<file path="src/rtl/clcd_pkg.sv">
`timescale 1ns / 1ps
// ----------------------------------------------------------------------------
// clcd_pkg
// Types, constants and microcode store for the 4-bit character LCD sequencer.
// ----------------------------------------------------------------------------
package clcd_pkg;

  // Request kinds (s_axis_tuser)
  typedef enum logic [2:0] {
    K_INIT   = 3'd0,
    K_CMD    = 3'd1,
    K_CHAR   = 3'd2,
    K_CLEAR  = 3'd3,
    K_CURSOR = 3'd4
  } kind_t;

  // Register indexes on the APB port (byte address = 4 * index)
  typedef enum logic [2:0] {
    R_FUNC_SET  = 3'd0,
    R_DISP_CTRL = 3'd1,
    R_ENTRY     = 3'd2,
    R_PULSE_HI  = 3'd3,
    R_PULSE_LO  = 3'd4
  } reg_idx_t;

  localparam logic [7:0] FUNC_SET_RST  = 8'h28;
  localparam logic [7:0] DISP_CTRL_RST = 8'h0C;
  localparam logic [7:0] ENTRY_RST     = 8'h06;
  localparam logic [5:0] PULSE_HI_RST  = 6'd3;
  localparam logic [7:0] PULSE_LO_RST  = 8'd50;

  localparam logic [7:0] CMD_CLEAR  = 8'h01;
  localparam logic [7:0] LINE0_BASE = 8'h80;
  localparam logic [7:0] LINE1_BASE = 8'hC0;
  localparam logic [3:0] INIT_NIB_A = 4'h3;
  localparam logic [3:0] INIT_NIB_B = 4'h2;

  localparam int ROM_DEPTH = 38;
  localparam int PC_W      = $clog2(ROM_DEPTH);
  typedef logic [PC_W-1:0] pc_t;

  // Microcode entry points
  localparam pc_t PC_INIT   = PC_W'(0);
  localparam pc_t PC_BYTE   = PC_W'(25);
  localparam pc_t PC_CLEAR  = PC_W'(29);
  localparam pc_t PC_CURSOR = PC_W'(33);

  typedef enum logic [1:0] {ST_IDLE, ST_RUN} state_t;

  typedef enum logic [2:0] {
    NS_PIN, NS_C3, NS_C2, NS_HI, NS_LO
  } nib_sel_t;

  typedef enum logic [2:0] {
    BS_FSET, BS_DCTL, BS_EMODE, BS_CLEAR, BS_ARG
  } byte_sel_t;

  typedef enum logic [1:0] {
    HS_PH, HS_PL, HS_FIXED
  } hold_sel_t;

  typedef enum logic [1:0] {
    W_NONE, W_GOTO, W_TEN, W_PWR
  } wait_t;

  typedef struct packed {
    logic      en;
    nib_sel_t  nib;
    byte_sel_t byt;
    hold_sel_t hold;
    wait_t     wt;
    logic      last;
  } cw_t;

  function automatic logic [7:0] wait_ms(wait_t w);
    case (w)
      W_NONE:  wait_ms = 8'd0;
      W_GOTO:  wait_ms = 8'd1;
      W_TEN:   wait_ms = 8'd10;
      W_PWR:   wait_ms = 8'd20;
      default: wait_ms = 8'd0;
    endcase
  endfunction

  function automatic cw_t mk(logic en, nib_sel_t n, byte_sel_t b, hold_sel_t h,
                             wait_t w, logic l);
    cw_t c;
    c.en   = en;
    c.nib  = n;
    c.byt  = b;
    c.hold = h;
    c.wt   = w;
    c.last = l;
    return c;
  endfunction

  // Microcode: one pin event per word, run ends at the word with last set.
  function automatic cw_t rom_word(pc_t pc);
    case (pc)
      // init: power-up wait, nibbles 3,3,3,2, then four command bytes
      PC_W'(0):  rom_word = mk(1'b0, NS_PIN, BS_ARG,   HS_FIXED, W_PWR,  1'b0);
      PC_W'(1):  rom_word = mk(1'b1, NS_C3,  BS_ARG,   HS_PH,    W_NONE, 1'b0);
      PC_W'(2):  rom_word = mk(1'b0, NS_C3,  BS_ARG,   HS_PL,    W_TEN,  1'b0);
      PC_W'(3):  rom_word = mk(1'b1, NS_C3,  BS_ARG,   HS_PH,    W_NONE, 1'b0);
      PC_W'(4):  rom_word = mk(1'b0, NS_C3,  BS_ARG,   HS_PL,    W_TEN,  1'b0);
      PC_W'(5):  rom_word = mk(1'b1, NS_C3,  BS_ARG,   HS_PH,    W_NONE, 1'b0);
      PC_W'(6):  rom_word = mk(1'b0, NS_C3,  BS_ARG,   HS_PL,    W_TEN,  1'b0);
      PC_W'(7):  rom_word = mk(1'b1, NS_C2,  BS_ARG,   HS_PH,    W_NONE, 1'b0);
      PC_W'(8):  rom_word = mk(1'b0, NS_C2,  BS_ARG,   HS_PL,    W_TEN,  1'b0);
      PC_W'(9):  rom_word = mk(1'b1, NS_HI,  BS_FSET,  HS_PH,    W_NONE, 1'b0);
      PC_W'(10): rom_word = mk(1'b0, NS_HI,  BS_FSET,  HS_PL,    W_NONE, 1'b0);
      PC_W'(11): rom_word = mk(1'b1, NS_LO,  BS_FSET,  HS_PH,    W_NONE, 1'b0);
      PC_W'(12): rom_word = mk(1'b0, NS_LO,  BS_FSET,  HS_PL,    W_NONE, 1'b0);
      PC_W'(13): rom_word = mk(1'b1, NS_HI,  BS_DCTL,  HS_PH,    W_NONE, 1'b0);
      PC_W'(14): rom_word = mk(1'b0, NS_HI,  BS_DCTL,  HS_PL,    W_NONE, 1'b0);
      PC_W'(15): rom_word = mk(1'b1, NS_LO,  BS_DCTL,  HS_PH,    W_NONE, 1'b0);
      PC_W'(16): rom_word = mk(1'b0, NS_LO,  BS_DCTL,  HS_PL,    W_NONE, 1'b0);
      PC_W'(17): rom_word = mk(1'b1, NS_HI,  BS_EMODE, HS_PH,    W_NONE, 1'b0);
      PC_W'(18): rom_word = mk(1'b0, NS_HI,  BS_EMODE, HS_PL,    W_NONE, 1'b0);
      PC_W'(19): rom_word = mk(1'b1, NS_LO,  BS_EMODE, HS_PH,    W_NONE, 1'b0);
      PC_W'(20): rom_word = mk(1'b0, NS_LO,  BS_EMODE, HS_PL,    W_NONE, 1'b0);
      PC_W'(21): rom_word = mk(1'b1, NS_HI,  BS_CLEAR, HS_PH,    W_NONE, 1'b0);
      PC_W'(22): rom_word = mk(1'b0, NS_HI,  BS_CLEAR, HS_PL,    W_NONE, 1'b0);
      PC_W'(23): rom_word = mk(1'b1, NS_LO,  BS_CLEAR, HS_PH,    W_NONE, 1'b0);
      PC_W'(24): rom_word = mk(1'b0, NS_LO,  BS_CLEAR, HS_PL,    W_NONE, 1'b1);
      // command / character byte
      PC_W'(25): rom_word = mk(1'b1, NS_HI,  BS_ARG,   HS_PH,    W_NONE, 1'b0);
      PC_W'(26): rom_word = mk(1'b0, NS_HI,  BS_ARG,   HS_PL,    W_NONE, 1'b0);
      PC_W'(27): rom_word = mk(1'b1, NS_LO,  BS_ARG,   HS_PH,    W_NONE, 1'b0);
      PC_W'(28): rom_word = mk(1'b0, NS_LO,  BS_ARG,   HS_PL,    W_NONE, 1'b1);
      // clear display
      PC_W'(29): rom_word = mk(1'b1, NS_HI,  BS_CLEAR, HS_PH,    W_NONE, 1'b0);
      PC_W'(30): rom_word = mk(1'b0, NS_HI,  BS_CLEAR, HS_PL,    W_NONE, 1'b0);
      PC_W'(31): rom_word = mk(1'b1, NS_LO,  BS_CLEAR, HS_PH,    W_NONE, 1'b0);
      PC_W'(32): rom_word = mk(1'b0, NS_LO,  BS_CLEAR, HS_PL,    W_TEN,  1'b1);
      // cursor move
      PC_W'(33): rom_word = mk(1'b0, NS_PIN, BS_ARG,   HS_FIXED, W_GOTO, 1'b0);
      PC_W'(34): rom_word = mk(1'b1, NS_HI,  BS_ARG,   HS_PH,    W_NONE, 1'b0);
      PC_W'(35): rom_word = mk(1'b0, NS_HI,  BS_ARG,   HS_PL,    W_NONE, 1'b0);
      PC_W'(36): rom_word = mk(1'b1, NS_LO,  BS_ARG,   HS_PH,    W_NONE, 1'b0);
      PC_W'(37): rom_word = mk(1'b0, NS_LO,  BS_ARG,   HS_PL,    W_GOTO, 1'b1);
      default:   rom_word = mk(1'b0, NS_PIN, BS_ARG,   HS_FIXED, W_NONE, 1'b1);
    endcase
  endfunction

  function automatic pc_t entry_pc(logic [2:0] kind);
    case (kind)
      K_INIT:   entry_pc = PC_INIT;
      K_CMD:    entry_pc = PC_BYTE;
      K_CHAR:   entry_pc = PC_BYTE;
      K_CLEAR:  entry_pc = PC_CLEAR;
      K_CURSOR: entry_pc = PC_CURSOR;
      default:  entry_pc = PC_INIT;
    endcase
  endfunction

endpackage

</file>
<file path="src/rtl/char_lcd_four_bit_sequencer_core.sv">
`timescale 1ns / 1ps
// ----------------------------------------------------------------------------
// char_lcd_four_bit_sequencer_core
// Turns LCD requests (init, command, character, clear, cursor move) into runs
// of pin events for a 4-bit HD44780-style bus, driven by a microcode store.
// ----------------------------------------------------------------------------
//
//  channel   | dir | transfer carries
//  ----------+-----+---------------------------------------------------------
//  s_axis    | in  | one request: kind, data_byte, row, col
//  m_axis    | out | one pin event: rs, en, nibble, hold_ms; tlast ends a run
//  apb       | in  | register writes / reads (5 x 32-bit, byte address 4*i)
//
//  One pin event per cycle: a step of the microcode counter fills the output
//  register whenever it is empty or being drained. An accepted request runs
//  one event per microcode word: 4 for command, character and clear, 5 for
//  cursor move, 25 for init. s_axis_tready is low for the whole run.
//  Output stalls freeze the step counter. Unknown kinds are accepted and
//  dropped. Synchronous reset restores register defaults and data lines to 0.
//
module char_lcd_four_bit_sequencer_core
  import clcd_pkg::*;
(
  input  logic        clk,
  input  logic        rst,

  input  logic        s_axis_tvalid,
  output logic        s_axis_tready,
  input  logic [15:0] s_axis_tdata,   // [7:0] data_byte, [8] row, [14:9] col, [15] 0
  input  logic [2:0]  s_axis_tuser,   // [2:0] kind

  output logic        m_axis_tvalid,
  input  logic        m_axis_tready,
  output logic [15:0] m_axis_tdata,   // [0] en, [4:1] nibble, [12:5] hold_ms, [15:13] 0
  output logic        m_axis_tuser,   // [0] rs
  output logic        m_axis_tlast,

  input  logic        psel,
  input  logic        penable,
  input  logic        pwrite,
  input  logic [4:0]  paddr,
  input  logic [31:0] pwdata,
  output logic [31:0] prdata,
  output logic        pready
);

  // configuration registers
  logic [7:0] func_set;
  logic [7:0] disp_ctrl;
  logic [7:0] entry_mode;
  logic [5:0] pulse_hi;
  logic [7:0] pulse_lo;

  // sequencer
  state_t     state, state_next;
  pc_t        pc;
  logic [7:0] arg_byte;     // data byte or cursor address for this run
  logic       rs_char;      // run is a character write
  logic [3:0] pin_nibble;   // data-line levels last driven

  logic       in_fire;
  logic       kind_ok;
  logic       step_fire;
  cw_t        cw;
  logic [7:0] cur_byte;
  logic [3:0] ev_nib;
  logic [7:0] ev_hold;
  logic [8:0] lo_sum;
  logic [7:0] cursor_addr;

  // output register
  logic       ev_en;
  logic [3:0] ev_nib_q;
  logic [7:0] ev_hold_q;
  logic       ev_rs;
  logic       ev_last;
  logic       out_valid;

  logic       cfg_wr;
  logic [2:0] cfg_idx;

  // ---------------------------------------------------------------- APB
  assign pready  = 1'b1;
  assign cfg_idx = paddr[4:2];
  assign cfg_wr  = psel & penable & pwrite & pready;

  always_ff @(posedge clk) begin
    if (rst) begin
      func_set   <= FUNC_SET_RST;
      disp_ctrl  <= DISP_CTRL_RST;
      entry_mode <= ENTRY_RST;
      pulse_hi   <= PULSE_HI_RST;
      pulse_lo   <= PULSE_LO_RST;
    end else if (cfg_wr) begin
      case (cfg_idx)
        R_FUNC_SET:  func_set   <= pwdata[7:0];
        R_DISP_CTRL: disp_ctrl  <= pwdata[7:0];
        R_ENTRY:     entry_mode <= pwdata[7:0];
        R_PULSE_HI:  pulse_hi   <= pwdata[5:0];
        R_PULSE_LO:  pulse_lo   <= pwdata[7:0];
        default: ;  // unmapped: write dropped
      endcase
    end
  end

  always_comb begin
    case (cfg_idx)
      R_FUNC_SET:  prdata = {24'd0, func_set};
      R_DISP_CTRL: prdata = {24'd0, disp_ctrl};
      R_ENTRY:     prdata = {24'd0, entry_mode};
      R_PULSE_HI:  prdata = {26'd0, pulse_hi};
      R_PULSE_LO:  prdata = {24'd0, pulse_lo};
      default:     prdata = 32'd0;
    endcase
  end

  // ---------------------------------------------------------------- control
  assign kind_ok = s_axis_tuser inside {K_INIT, K_CMD, K_CHAR, K_CLEAR, K_CURSOR};
  assign in_fire = s_axis_tvalid & s_axis_tready;

  always_comb begin
    state_next = state;
    case (state)
      ST_IDLE: if (in_fire && kind_ok) state_next = ST_RUN;
      ST_RUN:  if (step_fire && cw.last) state_next = ST_IDLE;
      default: state_next = ST_IDLE;
    endcase
  end

  always_comb begin
    s_axis_tready = (state == ST_IDLE);
    step_fire     = (state == ST_RUN) && (!out_valid || m_axis_tready);
  end

  // line base plus column, wraps at 8 bits
  assign cursor_addr = (s_axis_tdata[8] ? LINE1_BASE : LINE0_BASE)
                       + {2'b00, s_axis_tdata[14:9]};

  always_ff @(posedge clk) begin
    if (rst) begin
      state      <= ST_IDLE;
      pc         <= PC_INIT;
      pin_nibble <= 4'd0;
    end else begin
      state <= state_next;
      if (in_fire && kind_ok) begin
        pc <= entry_pc(s_axis_tuser);
      end else if (step_fire) begin
        pc <= pc + PC_W'(1);
      end
      if (step_fire) begin
        pin_nibble <= ev_nib;
      end
    end
  end

  always_ff @(posedge clk) begin
    if (in_fire) begin
      arg_byte <= (s_axis_tuser == K_CURSOR) ? cursor_addr : s_axis_tdata[7:0];
      rs_char  <= (s_axis_tuser == K_CHAR);
    end
  end

  // ---------------------------------------------------------------- datapath
  assign cw = rom_word(pc);

  always_comb begin
    case (cw.byt)
      BS_FSET:  cur_byte = func_set;
      BS_DCTL:  cur_byte = disp_ctrl;
      BS_EMODE: cur_byte = entry_mode;
      BS_CLEAR: cur_byte = CMD_CLEAR;
      BS_ARG:   cur_byte = arg_byte;
      default:  cur_byte = arg_byte;
    endcase
  end

  always_comb begin
    case (cw.nib)
      NS_PIN:  ev_nib = pin_nibble;
      NS_C3:   ev_nib = INIT_NIB_A;
      NS_C2:   ev_nib = INIT_NIB_B;
      NS_HI:   ev_nib = cur_byte[7:4];
      NS_LO:   ev_nib = cur_byte[3:0];
      default: ev_nib = pin_nibble;
    endcase
  end

  // EN-low hold plus any trailing wait, saturating at 255 ms
  assign lo_sum = {1'b0, pulse_lo} + {1'b0, wait_ms(cw.wt)};

  always_comb begin
    case (cw.hold)
      HS_PH:    ev_hold = {2'b00, pulse_hi};
      HS_PL:    ev_hold = lo_sum[8] ? 8'hFF : lo_sum[7:0];
      HS_FIXED: ev_hold = wait_ms(cw.wt);
      default:  ev_hold = wait_ms(cw.wt);
    endcase
  end

  // ---------------------------------------------------------------- output
  always_ff @(posedge clk) begin
    if (rst) begin
      out_valid <= 1'b0;
    end else if (step_fire) begin
      out_valid <= 1'b1;
    end else if (m_axis_tready) begin
      out_valid <= 1'b0;
    end
  end

  always_ff @(posedge clk) begin
    if (step_fire) begin
      ev_en     <= cw.en;
      ev_nib_q  <= ev_nib;
      ev_hold_q <= ev_hold;
      ev_rs     <= rs_char;
      ev_last   <= cw.last;
    end
  end

  assign m_axis_tvalid = out_valid;
  assign m_axis_tdata  = {3'b000, ev_hold_q, ev_nib_q, ev_en};
  assign m_axis_tuser  = ev_rs;
  assign m_axis_tlast  = ev_last;

`ifndef SYNTHESIS
  a_no_accept_in_run: assert property (@(posedge clk) disable iff (rst)
    state == ST_RUN |-> !s_axis_tready)
    else $error("request accepted during a run");

  a_run_ends_on_last: assert property (@(posedge clk) disable iff (rst)
    step_fire && cw.last |=> state == ST_IDLE && m_axis_tlast && m_axis_tvalid)
    else $error("run did not end on its final event");

  a_pc_in_rom: assert property (@(posedge clk) disable iff (rst)
    state == ST_RUN |-> pc < PC_W'(ROM_DEPTH))
    else $error("step counter left the microcode store");
`endif

endmodule
</file>
<file path="config.mk">
export PLATFORM = sky130hd
export DESIGN_NAME = char_lcd_four_bit_sequencer_core
export DESIGN_NICKNAME = d
export VERILOG_FILES = /design/src/rtl/clcd_pkg.sv /design/src/rtl/char_lcd_four_bit_sequencer_core.sv
export SDC_FILE = /design/constraint.sdc
export NUM_CORES = 1
export LEC_CHECK = 0
export BUFFER_PORTS_ARGS = -buffer_cell sky130_fd_sc_hd__buf_2
export CORE_UTILIZATION = 45
export CTS_BUF_LIST = sky130_fd_sc_hd__clkbuf_8
export DETAILED_ROUTE_END_ITERATION = 10
export GPL_TIMING_DRIVEN = 0
export HOLD_SLACK_MARGIN = 0.1
export PLACE_DENSITY = 0.69
export SLEW_MARGIN = 20
export SYNTH_ARGS = -nofsm -noshare
export SYNTH_HDL_FRONTEND = slang
export SYNTH_SLANG_ARGS = --single-unit
</file>
<file path="constraint.sdc">
create_clock -name clk -period 4.7 [get_ports clk]
set_input_delay 1.41 -clock clk [delete_from_list [all_inputs] [get_ports clk]]
set_output_delay 1.41 -clock clk [all_outputs]
set_load 0.02 [all_outputs]
</file>
==> impl_metrics.py <==
metrics = {
    "timing": {
        "totalNegativeSetupSlack_ns": 0,
        "slew_headroom_pct": 30.07,
        "final.period_utilization_pct": 94.73,
        "fin_crit_ns": 4.452,
        "fmax_mhz": 224.6,
        "drv_slew": 0,
        "setup_ws_ns": 0.2477,
        "worst_slew_pin_slew_ns": 1.045,
        "setup_viol": 0,
        "rsz0062_at_grt": "false",
        "final-hold-violation-count": 0,
        "finalClockSkew_ns": 0.007742,
        "holdWs_ns": 0.4113,
    },
    "logic_synthesis": {
        "synth_area_leader_cell": "dfxtp_1",
        "ys_warn_count": 0,
        "syn_inst": 544,
        "syn_area_per_cell_um2": 8.910,
        "synthArstFlopShare_pct": 0,
        "synth_edf_count": 24,
        "ys_seq_area_share_pct": 40.47,
        "yosys-top-cells-count": "dfxtp_1 (62), nor2_1 (59), nand2_1 (57)",
        "synthFlopType": "dfxtp_1",
        "synth_top_cell_area_share_pct": 25.61,
        "yosysMostFrequentCell": "dfxtp_1",
        "synth_cell_types": 65,
        "syn-cell-area_um2": 4847,
        "yosys_register_bits": 86,
        "synth.top_cells.by_area": "dfxtp_1 (26%), edfxtp_1 (15%), mux2i_1 (8.7%)",
    },
    "detailed_routing": {
        "drtPass1Iterations": 4,
        "wl_per_cell_um": 15.93,
        "num_vias": 4212,
        "ant_nets": 0,
        "via_per_inst": 5.407,
        "drt-total-wl_mm": 12.41,
        "drc": 0,
        "drt-initial-drc-count": 183,
    },
    "global_route": {
        "grt_pass1_vias": 4067,
        "grt_pass1_wl_mm": 20.21,
        "grt.overflow.total": 0,
        "antenna_found_initial": 0,
        "grt_max_degree": 23,
        "grt_use_total_pct": 23.15,
    },
    "clock_tree": {
        "root_buffer": "clkbuf_8",
        "holdBufCountCts": 0,
        "htreeDepth": 3,
        "insertion_delay_ns": 0.38,
        "clkSinkCount": 86,
        "clockBufferDepth": 2,
        "cts.reportedPaths.clkPinSlew_ns": 0.09,
        "cts_tree": "yes",
        "cts_setup_buffers": 0,
        "numCtsBuffers": 9,
    },
    "place": {
        "place_area_um2": 5406,
        "place.gp.congestion": 0.9307,
        "dp_slack_ns": -0.6341,
        "dp_hpwl_mm": 9.043,
        "dp.cells": 763,
        "numPortBuffers": 57,
    },
    "cells_and_area": {
        "layout-drive-gt1-share_pct": 20.68,
        "area_growth_pct": 16.73,
        "fin_cells": 779,
        "fillCellCount": 976,
        "fin_util_pct": 54.56,
        "layout.nets": 716,
        "design_area_um2": 5658,
        "multi_input_area_um2": 2594,
        "register_area_um2": 1962,
        "num_antenna_cells": 0,
    },
    "die": {
        "pin_count": 116,
        "start_util_pct": 46.74,
        "num_rows": 37,
        "die-area_um2": 11190,
        "die_w_um": 105.8,
        "die_h_um": 105.8,
        "core-area_um2": 10370,
    },
    "run": {
        "maxCapViolations": 0,
    },
    "pwr": {
        "powerDensity_nw_per_um2": 355.2,
        "irDropWorstVdd_uv": 221.6,
        "power_frac_seq_pct": 42.8,
        "comb_power_share_pct": 25.3,
        "p_int_mw": 1.377,
        "p_total_mw": 2.010,
        "power_leakage_nw": 2.404,
        "sw_frac_of_total_pct": 31.48,
        "clock_power_share_pct": 31.9,
        "switching_power_mw": 0.6327,
    },
    "min_path": {
        "min_path_type": "reg -> reg",
    },
    "setup_path": {
        "start_kind": "primary input",
        "end_kind": "primary output",
        "arrival_ns": 3.04,
        "path_class": "in -> out",
        "worst-path-max-fanout": 10,
        "crit_required_ns": 3.29,
    },
    "outcome": {
        "status": "complete, no violations",
    },
}
==> cells by family after synthesis <==
kind of cell / Yosys count / synth area share (%)
simple gates: 188 / 18.22
compound gates: 114 / 15.57
flops: 86 / 40.47
buf+inv: 77 / 8.260
mux: 57 / 12.39
fa+ha+maj: 15 / 4.027
xor+xnor: 5 / 0.9034
other cells: 2 / 0.1549
==> final timing paths <==
check | startpoint | to | slack [ns] | cells after the start
worst max register to register | m_axis_tvalid$_SDFFE_PP0P_ | cw[8]$_DFF_P_ | 1.35 | 12
worst max-delay path | paddr[2] | prdata[2] | 0.25 | 6
worst min register to register | cw[11]$_DFF_P_ | ev_en$_DFFE_PP_ | 0.41 | 0
worst min-delay path | cw[11]$_DFF_P_ | ev_en$_DFFE_PP_ | 0.41 | 0
==> cell usage in the layout (no fill, tap or decap), drive strengths merged, types with 6 or more instances in the layout <==
cell / synthesis / layout
inv: 22 / 23
dfxtp: 62 / 62
o22ai: 13 / 13
a221oi: 6 / 6
buf: 33 / 90
nand3: 14 / 14
nor3: 13 / 13
nand2: 57 / 57
conb: 2 / 28
ha: 14 / 14
clkbuf: 20 / 29
mux2: 14 / 14
nor2b: 9 / 9
mux2i: 42 / 42
edfxtp: 24 / 24
o21ai: 23 / 23
a21oi: 30 / 30
nor2: 60 / 60
a22oi: 12 / 12
nand2b: 9 / 9
==> critical path, cell delays in order <==
cell,delay [ns]
clkbuf_1,0.26
clkbuf_1,0.48
mux2_2,0.40
a22oi_1,0.15
o22ai_1,0.14
buf_2,0.20
==> sequential cells by signal, summed over array words and instances (netlist names), 4 cells and up <==
name,cells
cw,12
arg_byte,8
disp_ctrl,8
entry_mode,8
ev_hold_q,8
func_set,8
pulse_lo,8
pc,6
pulse_hi,6
ev_nib_q,4
pin_nibble,4
==> power groups by stage <==
stage	registers [mW]	clock network, mW	logic (mW)
after CTS	0.860	0.652	0.504
after global placement	0.875	0	0.490
after detailed placement	0.877	0	0.501
after floorplan	0.887	0	0.358
after global routing	0.868	0.676	0.563
final	0.860	0.642	0.508
==> repair_timing <==
item                                   in CTS  in global routing
endpoints found under the hold margin       0                  0
setup endpoints to repair                   7                  4
pin swaps                                   0                  0
resized for setup                           1                  1
==> metal layers <==
metal | part of all wire (%) | GRT usage (%) | wire length, um | up-vias
met3 | 5.3 | 4.638 | 659 | 30
met4 | 2.6 | 9.524 | 318 | 0
met5 | 0 | 0 | 0 | -
li1 | - | - | - | 2076
met2 | 49 | 39.26 | 6045 | 134
met1 | 43 | 28.58 | 5391 | 1972
==> area by class of cell <==
| cell class | instances | share of cell area [%] |
|---|---|---|
| clock buffer | 9 | 2.189 |
| buffer | 53 | 5.484 |
| clock inverter | 7 | 2.145 |
| timing repair buffer | 57 | 5.042 |
| sequential | 86 | 34.67 |
| inverter | 24 | 1.614 |
| tap | 136 | 3.008 |
| multi-input combinational | 407 | 45.84 |
Note: power is estimated with default switching activity, not from simulation.
